`config.mk`:
```
export PLATFORM = sky130hd
export DESIGN_NAME = npsd_cell
export DESIGN_NICKNAME = d
export VERILOG_FILES = /design/src/npsd_pkg.sv /design/src/npsd_cell.sv
export SDC_FILE = /design/constraint.sdc
export NUM_CORES = 2
export LEC_CHECK = 0
export BUFFER_PORTS_ARGS = -buffer_cell sky130_fd_sc_hd__buf_2
export CAP_MARGIN = 25
export CORE_MARGIN = 3
export CORE_UTILIZATION = 60
export CTS_BUF_LIST = sky130_fd_sc_hd__clkbuf_16
export DETAILED_ROUTE_END_ITERATION = 8
export PLACE_DENSITY_LB_ADDON = 0.3
export SYNTH_ARGS = -nofsm -noshare
export SYNTH_HDL_FRONTEND = slang
export SYNTH_SLANG_ARGS = --single-unit
```
`constraint.sdc`:
```
create_clock -name clk_i -period 8.65 [get_ports clk_i]
set_input_delay 2.1625 -clock clk_i [delete_from_list [all_inputs] [get_ports clk_i]]
set_output_delay 2.1625 -clock clk_i [all_outputs]
set_load 0.005 [all_outputs]
```
`src/npsd_pkg.sv`:
```
// Shared types and constants of the nearest-point symbol demapper.
`default_nettype none

package npsd_pkg;

  localparam int unsigned MODE_W    = 2;
  localparam int unsigned COUNT_W   = 6;
  localparam int unsigned GAIN_W    = 16;
  localparam int unsigned IDX_W     = 5;
  localparam int unsigned SYM_W     = 5;
  localparam int unsigned CFG_IDX_W = 2;
  localparam int unsigned CFG_W     = 16;

  localparam logic [MODE_W-1:0] MODE_BPSK   = 2'd0;
  localparam logic [MODE_W-1:0] MODE_QPSK   = 2'd1;
  localparam logic [MODE_W-1:0] MODE_SEARCH = 2'd2;

  localparam logic [CFG_IDX_W-1:0] REG_SLICE_MODE  = 2'd0;
  localparam logic [CFG_IDX_W-1:0] REG_POINT_COUNT = 2'd1;
  localparam logic [CFG_IDX_W-1:0] REG_SAMPLE_GAIN = 2'd2;

  localparam logic ACTION_LOAD  = 1'b0;
  localparam logic ACTION_DEMAP = 1'b1;

  localparam logic [MODE_W-1:0]  MODE_RESET  = MODE_SEARCH;
  localparam logic [COUNT_W-1:0] COUNT_RESET = 6'd32;
  localparam logic [GAIN_W-1:0]  GAIN_RESET  = 16'd256;

  typedef struct packed {
    logic             valid;
    logic             load;
    logic             search;
    logic [IDX_W-1:0] idx;
    logic             found;
    logic [SYM_W-1:0] sym;
  } npsd_ctrl_t;

endpackage

`default_nettype wire

```
`src/npsd_cell.sv`:
```
// One chain cell: holds a table point and folds its distance into the running best.
`default_nettype none

module npsd_cell #(
  parameter int unsigned SAMPLE_WIDTH = 16,
  parameter int unsigned CELL_INDEX   = 0
) (
  input  wire logic                                  clk_i,
  input  wire logic                                  rst_ni,
  input  wire logic [npsd_pkg::COUNT_W-1:0]          point_count_i,
  input  wire npsd_pkg::npsd_ctrl_t                  ctrl_i,
  input  wire logic signed [SAMPLE_WIDTH-1:0]        x_i_i,
  input  wire logic signed [SAMPLE_WIDTH-1:0]        x_q_i,
  input  wire logic [2*SAMPLE_WIDTH+1:0]             dist_i,
  output npsd_pkg::npsd_ctrl_t                       ctrl_o,
  output logic signed [SAMPLE_WIDTH-1:0]             x_i_o,
  output logic signed [SAMPLE_WIDTH-1:0]             x_q_o,
  output logic [2*SAMPLE_WIDTH+1:0]                  dist_o
);
  import npsd_pkg::*;

  localparam int unsigned DIFF_W = SAMPLE_WIDTH + 1;
  localparam int unsigned DIST_W = 2 * SAMPLE_WIDTH + 2;
  localparam logic [IDX_W:0]   CELL_TAG = (IDX_W + 1)'(CELL_INDEX);
  localparam logic [SYM_W-1:0] CELL_SYM = SYM_W'(CELL_INDEX);
  localparam logic [COUNT_W-1:0] CELL_POS = COUNT_W'(CELL_INDEX);

  logic signed [SAMPLE_WIDTH-1:0] pt_i_q, pt_q_q;
  logic                           hit;

  npsd_ctrl_t                     ctrl_a_q, ctrl_b_q, ctrl_c_d, ctrl_c_q;
  logic signed [SAMPLE_WIDTH-1:0] x_i_a_q, x_q_a_q, x_i_b_q, x_q_b_q, x_i_c_q, x_q_c_q;
  logic [DIST_W-1:0]              dist_a_q, dist_b_q, dist_c_d, dist_c_q;
  logic signed [DIFF_W-1:0]       di_d, dq_d, di_a_q, dq_a_q;
  logic signed [DIST_W-1:0]       sqi_d, sqq_d;
  logic [DIST_W-1:0]              sqi_b_q, sqq_b_q, sum;
  logic                           take;

  assign hit = ctrl_i.valid && ctrl_i.load && ({1'b0, ctrl_i.idx} == CELL_TAG);

  assign di_d = DIFF_W'(x_i_i) - DIFF_W'(pt_i_q);
  assign dq_d = DIFF_W'(x_q_i) - DIFF_W'(pt_q_q);

  assign sqi_d = DIST_W'(di_a_q) * DIST_W'(di_a_q);
  assign sqq_d = DIST_W'(dq_a_q) * DIST_W'(dq_a_q);

  assign sum  = sqi_b_q + sqq_b_q;
  assign take = ctrl_b_q.search && (point_count_i > CELL_POS)
                && (!ctrl_b_q.found || (sum < dist_b_q));

  always_comb begin
    ctrl_c_d = ctrl_b_q;
    dist_c_d = dist_b_q;
    if (take) begin
      ctrl_c_d.found = 1'b1;
      ctrl_c_d.sym   = CELL_SYM;
      dist_c_d       = sum;
    end
  end

  always_ff @(posedge clk_i) begin
    if (hit) begin
      pt_i_q <= x_i_i;
      pt_q_q <= x_q_i;
    end
  end

  always_ff @(posedge clk_i or negedge rst_ni) begin
    if (!rst_ni) begin
      ctrl_a_q <= '0;
      ctrl_b_q <= '0;
      ctrl_c_q <= '0;
    end else begin
      ctrl_a_q <= ctrl_i;
      ctrl_b_q <= ctrl_a_q;
      ctrl_c_q <= ctrl_c_d;
    end
  end

  always_ff @(posedge clk_i) begin
    x_i_a_q  <= x_i_i;
    x_q_a_q  <= x_q_i;
    dist_a_q <= dist_i;
    di_a_q   <= di_d;
    dq_a_q   <= dq_d;
    x_i_b_q  <= x_i_a_q;
    x_q_b_q  <= x_q_a_q;
    dist_b_q <= dist_a_q;
    sqi_b_q  <= sqi_d;
    sqq_b_q  <= sqq_d;
    x_i_c_q  <= x_i_b_q;
    x_q_c_q  <= x_q_b_q;
    dist_c_q <= dist_c_d;
  end

  assign ctrl_o = ctrl_c_q;
  assign x_i_o  = x_i_c_q;
  assign x_q_o  = x_q_c_q;
  assign dist_o = dist_c_q;

endmodule

`default_nettype wire
```
Word-level counts from Yosys, hierarchy flattened
Cells that the tools add are included.
- add/subtract/negate cells: 3
- $mul: 2
- $lt $le $gt $ge: 2
- muxes and demuxes: 2
- reduce and logical (&&, ||, !) cells: 7
- operators with widths (kind ; count):
    $mul A17 B17 Y34 ; 2
    $add A34 B34 Y34 ; 1
    $lt A34 B34 Y1 ; 1
    $mux W34 ; 1
    $sub A16 B16 Y17 ; 2
    $gt A6 B1 Y1 const B ; 1
    $mux W6 ; 1
    $logic_not A5 Y1 ; 1
    $logic_and A1 B1 Y1 ; 4
    $logic_not A1 Y1 ; 1
    $logic_or A1 B1 Y1 ; 1
- register bits after elaboration: 374
- logic and storage cells: 49

Logic depth before layout (Yosys ltp)
- word-level depth: 5
- depth in mapped cells: 25

Worst setup path before layout
No wires, ideal clock.
- path type: register to register
- from: register dq_a_q[2]
- to: register sqq_b_q[32]
- library setup time: 123 ps
- data arrival time: 6269 ps
- data required time: 8527 ps
- path slack: 2258 ps
- cell stages (with the launch flop): 26
- path buffers: 3
- period minus slack after synthesis: 6392 ps
- cells stage by stage: dfxtp_1 clkbuf_1 clkbuf_1 nand2_1 inv_1 fa_1 inv_1 fa_1 fa_1 inv_1 fa_1 fa_1 inv_1 fa_1 inv_1 ha_1 clkbuf_2 a21o_1 a21o_1 nor3_1 a311oi_1 a41oi_1 o21ai_0 o31ai_1 o31ai_1 xnor2_1
- longest elaborated chain between the ends: 1
- ends and longest elaborated chain (item ; line ; text):
    from (decl) ; npsd_cell.sv:34 ; logic signed [DIFF_W-1:0] di_d, dq_d, di_a_q, dq_a_q;
    from (signal assigned) ; npsd_cell.sv:85 ; dq_a_q <= dq_d;
    $mul A17 B17 Y34 ; npsd_cell.sv:45 ; assign sqq_d = DIST_W'(dq_a_q) * DIST_W'(dq_a_q);
    via sqq_d[32] ; npsd_cell.sv:35 ; logic signed [DIST_W-1:0] sqi_d, sqq_d;
    to (signal assigned) ; npsd_cell.sv:90 ; sqq_b_q <= sqq_d;
    to (decl) ; npsd_cell.sv:36 ; logic [DIST_W-1:0] sqi_b_q, sqq_b_q, sum;
The timed path passes the listed nets, and every way through them passes these cells.
A chain may end at the register's enable or synchronous reset.

Final worst setup path
Same ends and word-level chain as after synthesis.

==> metrics.yaml <==
drcViolationCount: 0
clk_latency_ns: 0.57
post_cts.resized_instances: 0
post_synth_and_or_nand_nor_area_fraction_pct: 8.82
cts_tree: "built"
grt_first_pass_wirelength_mm: 108
postSynthNetCount: 3904
critPathArrivalTime_ns: 7.68
dominant_cell_type_by_count_on_the_critical_path: "sky130_fd_sc_hd__fa_1"
finalSetupViolCount: 0
hp-class: "flip-flop to flip-flop"
ant_nets: 0
muxShareOfSynthArea_pct: 1.30
detail_route.vias_per_cell: 5.22
tritoncts.num_buffers: 39
grt_max_degree: 43
std_cell_rows: 83
max_freq_mhz: 138
globalplace.congestion: 0.937
slowest_cell_on_the_critical_path: "sky130_fd_sc_hd__dfxtp_1"
post-place-cells: 3807
cpPeakStageDelay_ns: 0.92
period_share_pct: 83.6
die-area_sq_um: 55200
timing.slew.headroom_pct: 32.9
status: "finished clean"
endpoint_class_of_the_critical_path: "flip-flop"
number_of_global_route_vias_before_repair: 22600
core_area_sq_um: 51600
start_kind: "flip-flop"
timing.critical_path.cells: "nand2_1 > inv_1 > fa_1 > inv_1 > fa_1 > fa_1 > inv_1 > fa_1 > fa_1 > inv_1 > fa_1 > inv_1 > ha_1 > a21o_1 > a21o_1 > nor3_1 > a311oi_1 > a41oi_1 > o21ai_0 > o31ai_1 > o31ai_1 > xnor2_1"
setup_repair_after_global_routing_missed_its_margin: "false"
initial_core_util_pct: 60.9
layout.cells.most_common_list: "sky130_fd_sc_hd__inv_1, sky130_fd_sc_hd__fa_1, sky130_fd_sc_hd__dfxtp_1"
final_core_util_pct: 66.4
fin_nets: 4066
synth_adder_area_share_pct: 45.0
hpwl_mm: 52.6
path_buf_inv: 5
synthesis.yosys.warnings: 0
floorplan.die.height_um: 235
hold_path_depth: 0
hold_viol_final: 0
worst-path-stages: 22
synth-seq-area-share_pct: 25.4
routed_wirelength_mm: 64.4
die_width_um: 235
fin_skew_ns: 0.0385
postSynthAreaPerCell_sq_um: 10.5
synth_cell_type_count: 68
synth_flop_cell: "sky130_fd_sc_hd__dfxtp_1"
async_reset_ff_share_pct: 11.3
routed-via-count: 20200
post_drt_wl_per_cell_um: 16.6
worst-setup-path-type: "flip-flop to flip-flop"
io_buffer_count: 167
yosys_register_bits: 372
maximum_root_to_sink_buffer_count: 3
postSynthCellCount: 3007
clk_transition_reported_paths_ns: 0.07
netlist_area_sq_um: 31500
slew_viol_final: 0
tightest_slew_ns: 1.01
path_delay_family: "adder cells"
hold_bufs_at_cts: 0
floorplan.io_pins: 168
clock_tree.htree_level_count: 2
count_of_flip_flops_with_a_built_in_enable_after_synthesis: 32
synth_top_family_by_area: "adder cells"
clock_sink_count: 372
grt_remaining_overflow: 0
cp_max_fo: 21
cts_setup_buffers: 0
fin_crit_ns: 7.23
post_route_cells_drive_above_1_share_pct: 9.13
r2r.worst_path.cells: 22
yosys.area_share.xor_xnor_pct: 3.90
cp_data_required_time_ns: 9.10
number_of_antenna_violations_at_the_first_check_in_global_routing: 3
cts-root-buf: "sky130_fd_sc_hd__clkbuf_16"
drt_pass1_iterations: 5
number_of_antenna_repair_diodes: 0
nFillCells: 4023
syn_to_final_growth_pct: 8.97
fin_setup_tns_ns: 0
synth_compound_gate_area_share_pct: 6.09
detailedRoute.firstIterationViolations: 881
total_grt_usage_pct: 24.3
layout.cells.most_common: "sky130_fd_sc_hd__inv_1"
drv_cap: 0
number_of_non_filler_instances_in_the_completed_layout: 3879
[sequential cells by signal (all words and copies together) (netlist names)]
register,flops
ctrl_a_q,14
ctrl_b_q,14
ctrl_o,14
di_a_q,17
dist_a_q,34
dist_b_q,34
dist_o,34
dq_a_q,17
pt_i_q,16
pt_q_q,16
sqi_b_q,33
sqq_b_q,33
x_i_a_q,16
x_i_b_q,16
x_i_o,16
x_q_a_q,16
x_q_b_q,16
x_q_o,16
[area by class of cell]
cell class | instances | area (sq um) | share of cell area, %
sequential | 372 | 7980 | 23.3
clock buffer | 39 | 976 | 2.85
clock inverter | 32 | 284 | 0.829
multi-input combinational | 1836 | 20500 | 59.8
tap | 680 | 851 | 2.48
timing repair buffer | 177 | 911 | 2.66
inverter | 743 | 2790 | 8.14
[metrics by stage]
step / area, sq um / worst slack, ns / hold WS (ns)
floorplan: 31500 / 2.26 / 0.310
global route: 34300 / 0.903 / 0.328
finish: 34300 / 1.42 / 0.322
detailed placement: 33000 / 1.41 / 0.312
CTS: 34300 / 1.37 / 0.324
global placement: 33000 / 1.77 / 0.310
[logic make-up after synthesis]
| kind of cell | Yosys count |
|---|---|
| adders and majority gates | 809 |
| buffers and inverters | 799 |
| and+or+nand+nor | 565 |
| DFF | 372 |
| AOI/OAI and AO/OA | 286 |
| xor gates and xnor gates | 140 |
| muxes | 36 |
[synth_stat cells (42+ instances only)]
cell                       count  area [sq um]
sky130_fd_sc_hd__a21oi_1      78           390
sky130_fd_sc_hd__and2_1      126           788
sky130_fd_sc_hd__clkbuf_1     50           188
sky130_fd_sc_hd__dfrtp_1      42          1050
sky130_fd_sc_hd__dfxtp_1     298          5970
sky130_fd_sc_hd__fa_1        535         10700
sky130_fd_sc_hd__ha_1        274          3430
sky130_fd_sc_hd__inv_1       743          2790
sky130_fd_sc_hd__nand2_1     183           687
sky130_fd_sc_hd__nor2_1      106           398
sky130_fd_sc_hd__nor2b_1      42           263
sky130_fd_sc_hd__o21ai_0      51           255
sky130_fd_sc_hd__xnor2_1     106           928
[metal layers]
| metal | vias to the layer above | track usage [%] | wire length [um] |
|---|---|---|---|
| met1 | 10100 | 31.3 | 26600 |
| met3 | 110 | 4.89 | 4220 |
| met5 | - | 0 | 0 |
| met2 | 514 | 41.4 | 31600 |
| met4 | 0 | 7.64 | 1960 |
| li1 | 9495 | - | - |
[worst reg2reg max path: cells and delay by family (launching register included)]
kind / cells / cell delay, ns
fa+ha+maj: 7 / 3.15
compound gates: 7 / 2.10
flops: 1 / 0.92
simple gates: 2 / 0.43
buf+inv: 5 / 0.37
xor+xnor: 1 / 0.16
[final timing paths]
path                               from           end  slack, ns
max                           dq_a_q[2]   sqq_b_q[32]       1.42
min                        dist_a_q[15]  dist_b_q[15]       0.32
max reg2reg                   dq_a_q[2]   sqq_b_q[32]       1.42
min reg2reg                dist_a_q[15]  dist_b_q[15]       0.32
max in group asynchronous        rst_ni  ctrl_a_q[13]       6.33
min in group asynchronous        rst_ni     ctrl_o[7]       1.75
Power is not shown: default switching activity piles up to over one toggle a cycle in this logic, so the estimate is an artifact.
