===== config.mk =====
export PLATFORM = sky130hd
export DESIGN_NAME = npsd_front
export DESIGN_NICKNAME = d
export VERILOG_FILES = /design/src/npsd_pkg.sv /design/src/npsd_front.sv
export SDC_FILE = /design/constraint.sdc
export NUM_CORES = 1
export LEC_CHECK = 0
export BUFFER_PORTS_ARGS = -buffer_cell sky130_fd_sc_hd__buf_2
export CORE_ASPECT_RATIO = 1.2
export CORE_UTILIZATION = 65
export DETAILED_ROUTE_END_ITERATION = 10
export PLACE_DENSITY = 0.92
export SYNTH_ARGS = -nofsm -noshare
export SYNTH_HDL_FRONTEND = slang
export SYNTH_SLANG_ARGS = --single-unit
export TNS_END_PERCENT = 5

===== constraint.sdc =====
create_clock -name clk_i -period 2.9 [get_ports clk_i]
set_clock_uncertainty 0.1 [all_clocks]
set_input_delay 0.29 -clock clk_i [delete_from_list [all_inputs] [get_ports clk_i]]
set_output_delay 0.29 -clock clk_i [all_outputs]
set_load 0.02 [all_outputs]

===== src/npsd_pkg.sv =====
// Shared types and constants of the nearest-point symbol demapper.
`default_nettype none

package npsd_pkg;

  localparam int unsigned MODE_W    = 2;
  localparam int unsigned COUNT_W   = 6;
  localparam int unsigned GAIN_W    = 16;
  localparam int unsigned IDX_W     = 5;
  localparam int unsigned SYM_W     = 5;
  localparam int unsigned CFG_IDX_W = 2;
  localparam int unsigned CFG_W     = 16;

  localparam logic [MODE_W-1:0] MODE_BPSK   = 2'd0;
  localparam logic [MODE_W-1:0] MODE_QPSK   = 2'd1;
  localparam logic [MODE_W-1:0] MODE_SEARCH = 2'd2;

  localparam logic [CFG_IDX_W-1:0] REG_SLICE_MODE  = 2'd0;
  localparam logic [CFG_IDX_W-1:0] REG_POINT_COUNT = 2'd1;
  localparam logic [CFG_IDX_W-1:0] REG_SAMPLE_GAIN = 2'd2;

  localparam logic ACTION_LOAD  = 1'b0;
  localparam logic ACTION_DEMAP = 1'b1;

  localparam logic [MODE_W-1:0]  MODE_RESET  = MODE_SEARCH;
  localparam logic [COUNT_W-1:0] COUNT_RESET = 6'd32;
  localparam logic [GAIN_W-1:0]  GAIN_RESET  = 16'd256;

  typedef struct packed {
    logic             valid;
    logic             load;
    logic             search;
    logic [IDX_W-1:0] idx;
    logic             found;
    logic [SYM_W-1:0] sym;
  } npsd_ctrl_t;

endpackage

`default_nettype wire


===== src/npsd_front.sv =====
// Front end: hard slicing, gain scaling and saturation of the incoming word.
`default_nettype none

module npsd_front #(
  parameter int unsigned SAMPLE_WIDTH = 16
) (
  input  wire logic                                  clk_i,
  input  wire logic                                  rst_ni,
  input  wire logic                                  start_i,
  input  wire logic                                  action_i,
  input  wire logic [npsd_pkg::IDX_W-1:0]            point_index_i,
  input  wire logic signed [SAMPLE_WIDTH-1:0]        in_i_i,
  input  wire logic signed [SAMPLE_WIDTH-1:0]        in_q_i,
  input  wire logic [npsd_pkg::MODE_W-1:0]           mode_i,
  input  wire logic [npsd_pkg::GAIN_W-1:0]           gain_i,
  output npsd_pkg::npsd_ctrl_t                       ctrl_o,
  output logic signed [SAMPLE_WIDTH-1:0]             x_i_o,
  output logic signed [SAMPLE_WIDTH-1:0]             x_q_o
);
  import npsd_pkg::*;

  localparam int unsigned PROD_W = SAMPLE_WIDTH + GAIN_W + 1;
  localparam int unsigned SHR_W  = PROD_W - 8;

  npsd_ctrl_t                      ctrl_d, ctrl_s1_q, ctrl_q;
  logic signed [SAMPLE_WIDTH-1:0]  raw_i_q, raw_q_q;
  logic signed [PROD_W-1:0]        prod_i_d, prod_q_d, prod_i_q, prod_q_q;
  logic signed [SAMPLE_WIDTH-1:0]  x_i_d, x_q_d, x_i_q, x_q_q;
  logic                            pos_i, pos_q;

  function automatic logic signed [SAMPLE_WIDTH-1:0] saturate(
    input logic signed [PROD_W-1:0] p
  );
    logic signed [SHR_W-1:0]  r;
    logic [SHR_W-SAMPLE_WIDTH:0] top;
    r   = p[PROD_W-1:8];
    top = r[SHR_W-1:SAMPLE_WIDTH-1];
    if ((&top) || !(|top)) begin
      saturate = r[SAMPLE_WIDTH-1:0];
    end else if (r[SHR_W-1]) begin
      saturate = {1'b1, {(SAMPLE_WIDTH-1){1'b0}}};
    end else begin
      saturate = {1'b0, {(SAMPLE_WIDTH-1){1'b1}}};
    end
  endfunction

  assign pos_i = !in_i_i[SAMPLE_WIDTH-1] && (|in_i_i);
  assign pos_q = !in_q_i[SAMPLE_WIDTH-1] && (|in_q_i);

  always_comb begin
    ctrl_d        = '0;
    ctrl_d.valid  = start_i;
    ctrl_d.load   = (action_i == ACTION_LOAD);
    ctrl_d.search = (action_i == ACTION_DEMAP) && (mode_i == MODE_SEARCH);
    ctrl_d.idx    = point_index_i;
    ctrl_d.found  = 1'b0;
    unique case (mode_i)
      MODE_BPSK: ctrl_d.sym = {{(SYM_W-1){1'b0}}, pos_i};
      MODE_QPSK: ctrl_d.sym = {{(SYM_W-2){1'b0}}, pos_q, pos_i};
      default:   ctrl_d.sym = '0;
    endcase
  end

  assign prod_i_d = in_i_i * $signed({1'b0, gain_i});
  assign prod_q_d = in_q_i * $signed({1'b0, gain_i});

  always_comb begin
    if (ctrl_s1_q.load) begin
      x_i_d = raw_i_q;
      x_q_d = raw_q_q;
    end else begin
      x_i_d = saturate(prod_i_q);
      x_q_d = saturate(prod_q_q);
    end
  end

  always_ff @(posedge clk_i or negedge rst_ni) begin
    if (!rst_ni) begin
      ctrl_s1_q <= '0;
      ctrl_q    <= '0;
    end else begin
      ctrl_s1_q <= ctrl_d;
      ctrl_q    <= ctrl_s1_q;
    end
  end

  always_ff @(posedge clk_i) begin
    raw_i_q  <= in_i_i;
    raw_q_q  <= in_q_i;
    prod_i_q <= prod_i_d;
    prod_q_q <= prod_q_d;
    x_i_q    <= x_i_d;
    x_q_q    <= x_q_d;
  end

  assign ctrl_o = ctrl_q;
  assign x_i_o  = x_i_q;
  assign x_q_o  = x_q_q;

endmodule

`default_nettype wire


==> impl_results.md, run 1 <==
* CTS HTree Levels at 4
* Flip-flop cell with the highest count after synthesis: sky130_fd_sc_hd__dfxtp_1
* Area of the mapped netlist at 0.0207 mm2
* Dpl cells at 2901
* Synthesis warning total at 0
* Tool error: [ERROR GRT-0232] Routing congestion too high. Check the congestion heatmap in the GUI.
* Largest net degree at the start of global routing at 33
* Failed at: 5_1_grt
* GPL Wtd Cong at 0.931
* Residual overflow from global routing at 10
* Number of buffers created by CTS at 17
* Count of state elements after synthesis at 134
* Sequential element share of the synthesized area at 13.5%
* Number of input and output port buffers inserted at 100
* Unique cell type count in the Yosys netlist at 61
* Clk buf depth at 2
* Starting density of the core at 66.0%
* Count of flip-flops with a built-in enable after synthesis at 0
* Async set-reset flop share out of synthesis at 14.9%
* Status: stopped before the end
* Average instance area after synthesis at 9.23 um2
* Kind of the worst endpoint: register input
* Post-GRT worst EP: prod_i_q[32]$_DFF_P_/D
* Overall die width at 165 um
* All-layer global routing usage at 68.6%
* HPWL Detailed at 48.1 mm
* Ports at 105
* Number of clock sinks at 134
* Vertical die dimension at 197 um
* Cell count after synthesis at 2237
* Root buffer cell: sky130_fd_sc_hd__clkbuf_16
* Number of cell rows at 71
==> through the flow <==
stage / worst slack, ps / TNS [ps] / hold slack [ps] / cell area, um2
after detailed placement: -3430 / -151090 / 142 / 23400
after floorplan: -2720 / -115450 / -106 / 20800
after global placement: -3130 / -139010 / 132 / 23400
after CTS: -2580 / -109150 / 5.30 / 25000
==> what timing repair did <==
item                                    CTS
endpoints found under the hold margin    29
pin swaps                                77
gates resized for setup                 215
hold buffers                             10
cloned                                    1
endpoints found under the setup margin   50
buffers inserted                          8
==> synth_stat cells (all sizes together), types with 6 or more instances <==
library cell    n  area (um2)
xor2           17         149
dfrtp          20         500
xnor2          32         280
o21ai          43         215
a21o           57         429
clkbuf         93         349
fa            386        7730
inv           512        1920
nand4          10        62.6
a21oi          63         323
ha            238        2980
nand2         256         961
nor4            8        62.6
and2          237        1480
nor2           46         173
nor3           10        50.1
o21a            6        45.0
dfxtp         114        2280
nand2b         13        81.3
buf             9        51.3
==> layer usage <==
layer / GRT overflow / global-route usage, %
met5: 0 / 42.5
met4: 7 / 61.2
met3: 1 / 62.6
met2: 2 / 81.7
met1: 0 / 66.3
==> logic make-up after synthesis <==
| group | Yosys count | synth area share, % |
|---|---|---|
| other cells | 1 | 0.0182 |
| compound gates | 205 | 6.41 |
| simple gates | 608 | 14.8 |
| mux | 2 | 0.109 |
| fa+ha+maj | 624 | 51.8 |
| flops | 134 | 13.5 |
| xor+xnor | 49 | 2.08 |
| buf+inv | 614 | 11.2 |
==> inputs of run 2 (changes only) <==
- CORE_ASPECT_RATIO: 1.2 -> not set
- CORE_UTILIZATION: 65 -> 40
- PLACE_DENSITY: 0.92 -> not set
- PLACE_DENSITY_LB_ADDON: not set -> 0.15
==> run 2 against run 1 <==
The flow now finishes, with violations (setup timing). Area after synthesis is the same. Synthesized cell count is the same.
==> impl_results.md, run 2 <==
* Number of buffers created by CTS at 17
* Async set-reset flop share out of synthesis at 14.9%
* Wire length of the first global-routing pass at 87.6 mm
* Commonest cells in the synthesized netlist: sky130_fd_sc_hd__inv_1, sky130_fd_sc_hd__fa_1, sky130_fd_sc_hd__nand2_1, sky130_fd_sc_hd__ha_1, sky130_fd_sc_hd__and2_1
* Worst slack at placement at -3280 ps
* GPL Wtd Cong at 0.824
* Iteration count of the initial detailed-routing pass at 5
* Average instance area after synthesis at 9.23 um2
* Vertical die dimension at 229 um
* DRC at 0
* Synth-to-layout area growth at 22.5%
* Worst reg2reg setup slack at 740 ps
* Status: finished with violations
* Layout cells sized above 1 at 20.4%
* Largest vdd supply drop at 1520 uV
* Slowest Stage Delay on Critical Path at 560 ps
* Later-pin clock latency in the skew report at 450 ps
* Violated checks: setup timing
* Number of cell rows at 82
* Endpoint kind of the worst setup timing path: flip-flop
* Critical Path End: prod_q_q[32]
* Accumulated negative setup slack at -105170 ps
* Per-cell via count in the routed design at 4.83
* Critical path's slowest cell: sky130_fd_sc_hd__fa_2
* # fillers at 4821
* Dpl cells at 3182
* Largest net degree at the start of global routing at 33
* Total Power Consumption at 34.4 mW
* Class of the most critical hold timing path: in -> reg
* Achievable clock frequency at 0.183 GHz
* Ranking of synthesized cells by area: sky130_fd_sc_hd__fa_1, sky130_fd_sc_hd__ha_1, sky130_fd_sc_hd__dfxtp_1, sky130_fd_sc_hd__inv_1, sky130_fd_sc_hd__and2_1
* Initial antenna violation count at 1
* HPWL Detailed at 43.5 mm
* Starting density of the core at 40.8%
* Leading cell types in the layout, fill and taps excluded: sky130_fd_sc_hd__inv_1, sky130_fd_sc_hd__fa_1, sky130_fd_sc_hd__buf_4
* Launch point of the worst path: gain_i[3]
* Relative slew slack at 51.3%
* Final number of max-transition violations at 0
* Residual overflow from global routing at 0
* Number of clock sinks at 134
* Count of state elements after synthesis at 134
* CTS tree: done
* Largest registers: prod_i_q (25), prod_q_q (25)
* CTS HTree Levels at 4
* Flip-flop cell with the highest count after synthesis: sky130_fd_sc_hd__dfxtp_1
* Critical path's most frequent cell: sky130_fd_sc_hd__fa_1
* Final wirelength at 52.5 mm
* Total die area at 0.0525 mm2
* Count of flip-flops with a built-in enable after synthesis at 0
* Clk buf depth at 2
* WP data arrival at 5710 ps
* CP delay by family, top: adder cells
* Element type at the critical path start: input port
* Minimum setup slack in the final design at -2570 ps
* Synthesis warning total at 0
* Root buffer cell: sky130_fd_sc_hd__clkbuf_16
* Number of routed nets with antenna violations at 0
* Shortest clock period the worst path allows after layout at 5470 ps
* Levels on crit path at 21
* Overall die width at 229 um
* List of cells traversed by the critical path: buf_8 -> buf_12 -> buf_6 -> and2_4 -> fa_1 -> fa_1 -> fa_2 -> fa_2 -> fa_1 -> inv_1 -> fa_1 -> inv_2 -> ha_4 -> nand3_2 -> or3_1 -> o211ai_1 -> nor2_1 -> a211o_1 -> a211oi_2 -> o211a_1 -> nor2_1
* Fraction of synthesized cell area taken by the top area cell type at 37.4%
* Count of non-filler cells in the finished layout at 3238
* Ratio of final minimum period to clock period at 189%
* Leading area contributor after synthesis: sky130_fd_sc_hd__fa_1
* Reg2Reg Depth at 6
* Drt wl/cell at 16.2 um
* Unique cell type count in the Yosys netlist at 61
* Setup violations, final at 50
* Worst r2r src: prod_q_q[32]
* Final #Nets at 3233
* CP Class: in -> reg
* Commonest non-fill, non-tap cell in the layout: sky130_fd_sc_hd__inv_1
* Power Density at 1360 mW/mm2
* Count of maximum capacitance violations at 0
* All-layer global routing usage at 21.4%
* Worst slew pin tran at 724 ps
* Highest net fanout along the worst path at 8
* Most common cell in the netlist: sky130_fd_sc_hd__inv_1
* Buffering stage count on the worst path with inverters included at 5
* RSZ-0062 raised after global routing: true
* Ports at 105
* Number of endpoints with negative hold slack in the final report at 0
* Area of the mapped netlist at 0.0207 mm2
* Crit Reg-Reg Endpoint: x_q_o[11]
* Floorplan core area at 0.0506 mm2
* Cell count after synthesis at 2237
* Number of global-route vias before repair at 17100
* Clk slew on worst S/H paths at 60 ps
* Leakage component of the power at 13.3 nW
* 1st-iter DRT viols at 658
* Required time at the worst-slack endpoint at 3130 ps
* Total via count in the routed design at 15600
* Number of input and output port buffers inserted at 100
* Sequential element share of the synthesized area at 13.5%
-- run 2: worst min path at each step --
stage	start	cells past startpoint	to
5_1_grt	in_i_i[5]	2	raw_i_q[5]
6_report	in_q_i[5]	2	raw_q_q[5]
3_3_place_gp	rst_ni	1	ctrl_o[6]
3_5_place_dp	rst_ni	1	ctrl_o[8]
2_1_floorplan	rst_ni	0	ctrl_o[0]
4_1_cts	in_q_i[5]	2	raw_q_q[5]
-- run 2: repair_timing --
action                                  4_1_cts  5_1_grt
endpoints found under the setup margin       50       50
hold buffers                                 11        0
gates cloned                                  1        0
resized for setup                           129       32
hold endpoints to repair                     30        0
setup buffers                                 5        5
pin swaps                                    63       26
-- run 2: kinds of logic (layout without fill, tap and decap cells) --
logic type | Yosys count | count (layout) | synth area share [%]
XOR/XNOR | 49 | 49 | 2.08
buffers and inverters | 614 | 937 | 11.2
flip-flops | 134 | 134 | 13.5
adder cells (fa/ha/maj) | 624 | 624 | 51.8
multiplexers | 2 | 2 | 0.109
AO/OA/AOI/OAI | 205 | 205 | 6.41
other | 1 | 7 | 0.0182
AND/OR/NAND/NOR | 608 | 608 | 14.8
-- run 2: metrics by stage --
step / utilization [%] / area, um2 / hold WS [ps]
after floorplan: - / 20800 / -106
after global placement: 47.1 / 23800 / 140
after detailed placement: 47.1 / 23800 / 147
after CTS: 49.7 / 25200 / 32.3
after global routing: 50.0 / 25300 / 48.7
final: 50.0 / 25300 / 71.8
-- run 2: routing by layer --
layer | vias to the layer above | wire, um | track usage [%]
li1 | 7325 | - | -
met1 | 7954 | 23300 | 28.0
met2 | 290 | 26000 | 36.3
met3 | 77 | 1910 | 3.04
met4 | 0 | 1310 | 7.08
met5 | - | 0 | 0
-- run 2: final cells by class --
cell class                 instances  area [um2]  area share [%]
multi-input combinational       1492       16000            63.3
timing repair buffer             393        3090            12.2
sequential                       134        2780            11.0
inverter                         512        1920            7.60
tap                              672         841            3.32
clock buffer                      20         468            1.85
clock inverter                    12         165           0.653
antenna                            3        7.51          0.0297
-- run 2: worst register-to-register path: stages (launching register included) --
cell	delay, ps
sky130_fd_sc_hd__dfxtp_1	360
sky130_fd_sc_hd__or4_1	550
sky130_fd_sc_hd__nor4_2	140
sky130_fd_sc_hd__buf_4	240
sky130_fd_sc_hd__or2_2	330
sky130_fd_sc_hd__a21oi_1	140
sky130_fd_sc_hd__a21o_1	180
-- run 2: report_power, final --
part / leakage (nW) / switching (mW) / internal [mW]
sequential: 1.20 / 0.152 / 2.71
clock: 0.299 / 0.868 / 1.44
combinational: 11.8 / 13.9 / 15.3
(Power assumes the default switching activity.)
==> inputs of run 3 (changes only) <==
- clock period: 2.9 -> 6.3 ns (I/O delays scaled with it)
==> run 3 against run 2 <==
The run now ends clean. Largest cell class unchanged. Non-clock buffer count decreased by 100. Critical path type unchanged. Critical path depth decreased by 1. Largest power group unchanged. Final area decreased by 6.3%. Clock-buffer cell count unchanged.
==> impl_results.md, run 3 (synthesized netlist as in run 2, its figures left out) <==
* Status: finished, final reports clean
* Worst slew pin tran at 1260 ps
* Leading cell types in the layout, fill and taps excluded: sky130_fd_sc_hd__inv_1, sky130_fd_sc_hd__fa_1, sky130_fd_sc_hd__nand2_1
* Leakage component of the power at 12.6 nW
* Setup violations, final at 0
* Drt wl/cell at 16.3 um
* Number of cell rows at 82
* Power Density at 578 mW/mm2
* Floorplan core area at 0.0506 mm2
* Highest net fanout along the worst path at 18
* Number of input and output port buffers inserted at 100
* Reg area at 0.00278 mm2
* Root buffer cell: sky130_fd_sc_hd__clkbuf_16
* Residual overflow from global routing at 0
* Per-cell via count in the routed design at 4.84
* DP Area at 0.0231 mm2
* Class of the most critical hold timing path: in -> reg
* HPWL Detailed at 43.3 mm
* DRC at 0
* CTS tree: done
* Ratio of final minimum period to clock period at 96.0%
* Overall die width at 229 um
* Ant diodes at 0
* Clk slew on worst S/H paths at 60 ps
* Wire length of the first global-routing pass at 86.6 mm
* All-layer global routing usage at 21.1%
* Largest registers: prod_i_q (25), prod_q_q (25)
* Combined area of the multi-input logic cells at 0.0156 mm2
* Synth-to-layout area growth at 14.8%
* Number of global-route vias before repair at 16900
* Total Power Consumption at 13.7 mW
* Number of endpoints with negative hold slack in the final report at 0
* Final #Nets at 3133
* Post-route cell area at 0.0237 mm2
* Iteration count of the initial detailed-routing pass at 7
* Accumulated negative setup slack at 0 ps
* Required time at the worst-slack endpoint at 6560 ps
* Total die area at 0.0525 mm2
* Number of routed nets with antenna violations at 0
* Later-pin clock latency in the skew report at 460 ps
* Number of clock sinks at 134
* 1st-iter DRT viols at 681
* WP data arrival at 6300 ps
* Relative slew slack at 15.6%
* Starting density of the core at 40.8%
* Count of maximum capacitance violations at 0
* Total via count in the routed design at 15200
* Layout cells sized above 1 at 13.9%
* Final wirelength at 51.3 mm
* Clk buf depth at 2
* Ports at 105
* Final number of max-transition violations at 0
* Endpoint kind of the worst setup timing path: flip-flop
* # fillers at 4890
* Initial antenna violation count at 2
* Vertical die dimension at 229 um
* Commonest non-fill, non-tap cell in the layout: sky130_fd_sc_hd__inv_1
* Shortest clock period the worst path allows after layout at 6050 ps
* GPL Wtd Cong at 0.829
* CP Class: in -> reg
* Largest vdd supply drop at 612 uV
* Largest net degree at the start of global routing at 33
* Buffers inserted by post-CTS timing repair at 0
* Element type at the critical path start: input port
* Achievable clock frequency at 0.165 GHz
* Number of buffers created by CTS at 17
* CTS HTree Levels at 4
run 3: cell types whose count changed in the layout (fill, tap and decap cells not counted), sizes merged:
cell,previous run,this run
buf,380,284
bufinv,3,1
clkbuf,22,28
clkinv,2,4
clkinvlp,3,2
diode,3,0
dlygate4sd3,11,1
inv,516,517
run 3: metrics by stage:
stage               hold slack [ps]  instances  util [%]  setup WS [ps]
global route                    161       3135      46.9          -29.0
detailed placement              235       3102      45.6           -323
floorplan                       231       2240         -          -14.0
finish                          180       3135      46.9            254
global placement                232       3102      45.6           -314
CTS                             152       3135      46.8            159
run 3: where the power goes:
group          internal, mW  switching (mW)
Clock                 0.567           0.401
Combinational          5.70            5.72
Sequential             1.25          0.0698
Total                  7.51            6.19
run 3: worst paths after layout:
| check | to | from | slack (ps) | depth (start not counted) |
|---|---|---|---|---|
| min in group asynchronous | ctrl_o[11] | rst_ni | 540 | 2 |
| worst min register to register | ctrl_o[11] | ctrl_s1_q[11] | 250 | 0 |
| worst max register to register | x_q_o[11] | prod_q_q[25] | 3440 | 5 |
| worst min-delay path | ctrl_s1_q[13] | start_i | 180 | 1 |
| worst max-delay path | prod_i_q[32] | gain_i[1] | 250 | 20 |
| max in group asynchronous | ctrl_s1_q[12] | rst_ni | 5240 | 2 |
run 3: timing repair:
item,CTS,global route
hold buffers,1,0
hold endpoints to repair,20,0
endpoints found under the setup margin,0,13
gates resized for setup,0,15
run 3: area by class of cell:
type	instances	area share, %
multi-input cells	1492	65.7
flip-flops and latches	134	11.7
repair buffers	293	8.49
inverters	512	8.11
well taps	672	3.55
clock buffers	20	1.93
clock inverters	12	0.496
run 3: worst max-delay path, cell delays in order:
cell and delay [ps]:
sky130_fd_sc_hd__buf_2 420, sky130_fd_sc_hd__buf_4 240, sky130_fd_sc_hd__and2_1 140, sky130_fd_sc_hd__fa_1 450, sky130_fd_sc_hd__fa_1 460, sky130_fd_sc_hd__ha_1 210, sky130_fd_sc_hd__fa_1 480, sky130_fd_sc_hd__inv_1 60
sky130_fd_sc_hd__fa_1 490, sky130_fd_sc_hd__fa_1 510, sky130_fd_sc_hd__inv_1 50, sky130_fd_sc_hd__ha_1 310, sky130_fd_sc_hd__and3_1 200, sky130_fd_sc_hd__a221oi_2 260, sky130_fd_sc_hd__o31a_2 230, sky130_fd_sc_hd__a21oi_2 110
sky130_fd_sc_hd__or3_4 350, sky130_fd_sc_hd__a31o_4 250, sky130_fd_sc_hd__a21o_1 170, sky130_fd_sc_hd__a311oi_1 290
run 3: metal layers:
metal	wire length, um	vias up	GRT usage (%)
met5	13	-	0
met4	859	2	5.58
met3	1850	55	3.34
met2	25800	241	36.8
met1	22800	7749	27.0
li1	-	7117	-
==> inputs of run 4 (changes only) <==
- clock period: 6.3 -> 5.2 ns (I/O delays scaled with it)
==> run 4 against run 3 <==
The run now ends with setup timing left. Worst setup slack got worse by 760 ps. Power up 38%. Die area unchanged. Non-clock buffer count up 68. Register-to-register slack got worse by 510 ps. Final area rose by 5.4%. Flip-flop and latch count stayed put. First-iteration DRC count is 14% lower. Final cell count rose by 2.2%. Sequential power increased by 21%. Via count up 1.1%. Clock-buffer cell count is the same. Largest cell class unchanged. Largest power group unchanged.
==> impl_results.md, run 4 (synthesized netlist as in run 2, its figures left out) <==
* Total die area at 0.0525 mm2
* Ratio of final minimum period to clock period at 110%
* DP Area at 0.0236 mm2
* HPWL Detailed at 42.9 mm
* CTS tree: done
* Combined area of the multi-input logic cells at 0.0160 mm2
* Clk slew on worst S/H paths at 60 ps
* Number of cell rows at 82
* Vertical die dimension at 229 um
* Floorplan core area at 0.0506 mm2
* Total via count in the routed design at 15300
* Status: finished with violations
* Final number of max-transition violations at 0
* Post-route cell area at 0.0250 mm2
* Element type at the critical path start: input port
* Number of input and output port buffers inserted at 100
* Highest net fanout along the worst path at 6
* Final wirelength at 51.5 mm
* Achievable clock frequency at 0.175 GHz
* Number of endpoints with negative hold slack in the final report at 0
* Worst slack at placement at -1260 ps
* Required time at the worst-slack endpoint at 5440 ps
* RSZ-0062 raised after global routing: true
* Class of the most critical hold timing path: in -> reg
* Number of global-route vias before repair at 16700
* Commonest non-fill, non-tap cell in the layout: sky130_fd_sc_hd__inv_1
* DRC at 0
* Power Density at 758 mW/mm2
* Ports at 105
* Largest registers: prod_i_q (25), prod_q_q (25)
* Largest net degree at the start of global routing at 33
* Iteration count of the initial detailed-routing pass at 5
* Accumulated negative setup slack at -8970 ps
* Clk buf depth at 2
* Relative slew slack at 58.6%
* Ant diodes at 0
* CTS HTree Levels at 4
* All-layer global routing usage at 21.0%
* # fillers at 4802
* Count of maximum capacitance violations at 0
* GPL Wtd Cong at 0.843
* Wire length of the first global-routing pass at 86.4 mm
* Later-pin clock latency in the skew report at 450 ps
* Setup violations, final at 31
* Per-cell via count in the routed design at 4.78
* Number of routed nets with antenna violations at 0
* Layout cells sized above 1 at 19.4%
* Number of buffers created by CTS at 17
* Residual overflow from global routing at 0
* CP Class: in -> reg
* Final #Nets at 3201
* Minimum setup slack in the final design at -504 ps
* Endpoint kind of the worst setup timing path: flip-flop
* 1st-iter DRT viols at 588
* Drt wl/cell at 16.1 um
* Reg area at 0.00278 mm2
* Leakage component of the power at 13.1 nW
* Number of clock sinks at 134
* Largest vdd supply drop at 774 uV
* Leading cell types in the layout, fill and taps excluded: sky130_fd_sc_hd__inv_1, sky130_fd_sc_hd__fa_1, sky130_fd_sc_hd__buf_4
* Violated checks: setup timing
* WP data arrival at 5940 ps
* Worst slew pin tran at 615 ps
* Initial antenna violation count at 2
* Synth-to-layout area growth at 21.0%
* Root buffer cell: sky130_fd_sc_hd__clkbuf_16
* Overall die width at 229 um
* Shortest clock period the worst path allows after layout at 5700 ps
* Total Power Consumption at 18.9 mW
* Starting density of the core at 40.8%
## run 4: final cells by class
class                      count  area share, %
clock inverter                12          0.511
sequential                   134           11.1
clock buffer                  20           1.83
multi-input combinational   1492           64.0
inverter                     512           7.69
timing repair buffer         361           11.5
tap                          672           3.36
## run 4: timing repair
action,4_1_cts,5_1_grt
endpoints found under the setup margin,44,42
setup buffers,6,6
hold buffers,1,0
endpoints found under the hold margin,20,0
cloned,2,1
pin swaps,37,33
resized for setup,89,66
## run 4: path summary, 6_finish.rpt
kind                                   from             to  slack (ps)  cells after the start
hold reg to reg                ctrl_s1_q[0]      ctrl_o[0]         250                      0
min in group asynchronous            rst_ni   ctrl_s1_q[6]         440                      2
setup reg to reg               prod_i_q[25]      x_i_o[14]        2930                      6
max in group asynchronous            rst_ni  ctrl_s1_q[12]        4250                      2
setup / recovery                 gain_i[10]   prod_q_q[32]        -500                     21
hold / removal             point_index_i[1]   ctrl_s1_q[7]          70                      1
## run 4: where the power goes
part | switching (mW) | internal (mW) | leakage [nW]
Clock | 0.474 | 0.727 | 0.286
Combinational | 7.75 | 8.40 | 11.6
Sequential | 0.0848 | 1.51 | 1.20
Total | 8.31 | 10.6 | 13.1
## run 4: critical path, cell delays in order
cell and delay [ps]:
sky130_fd_sc_hd__buf_16 120, sky130_fd_sc_hd__and2_4 160, sky130_fd_sc_hd__fa_1 540, sky130_fd_sc_hd__inv_2 40, sky130_fd_sc_hd__fa_1 520, sky130_fd_sc_hd__inv_2 40, sky130_fd_sc_hd__fa_2 570, sky130_fd_sc_hd__fa_1 440
sky130_fd_sc_hd__fa_1 510, sky130_fd_sc_hd__inv_1 50, sky130_fd_sc_hd__fa_1 510, sky130_fd_sc_hd__inv_2 50, sky130_fd_sc_hd__ha_4 270, sky130_fd_sc_hd__nand3_4 60, sky130_fd_sc_hd__or3_1 360, sky130_fd_sc_hd__o211ai_1 160
sky130_fd_sc_hd__nor2_1 110, sky130_fd_sc_hd__a211o_1 400, sky130_fd_sc_hd__a211oi_4 300, sky130_fd_sc_hd__o211a_1 170, sky130_fd_sc_hd__nor2_1 40
## run 4: per-stage QoR
| step | hold slack, ps | utilization (%) | instances |
|---|---|---|---|
| after global routing | 56.1 | 49.4 | 3203 |
| after detailed placement | 236 | 46.7 | 3155 |
| final | 74.6 | 49.4 | 3203 |
| after CTS | 35.3 | 48.8 | 3196 |
| after floorplan | 124 | - | 2240 |
| after global placement | 233 | 46.7 | 3155 |
## run 4: per-layer routing
| layer | share of wire [%] | vias to the layer above | track usage (%) |
|---|---|---|---|
| li1 | - | 7263 | - |
| met1 | 44 | 7748 | 27.1 |
| met2 | 50 | 258 | 36.6 |
| met3 | 4.1 | 51 | 3.81 |
| met4 | 1.5 | 4 | 4.56 |
| met5 | 0.052 | - | 0 |
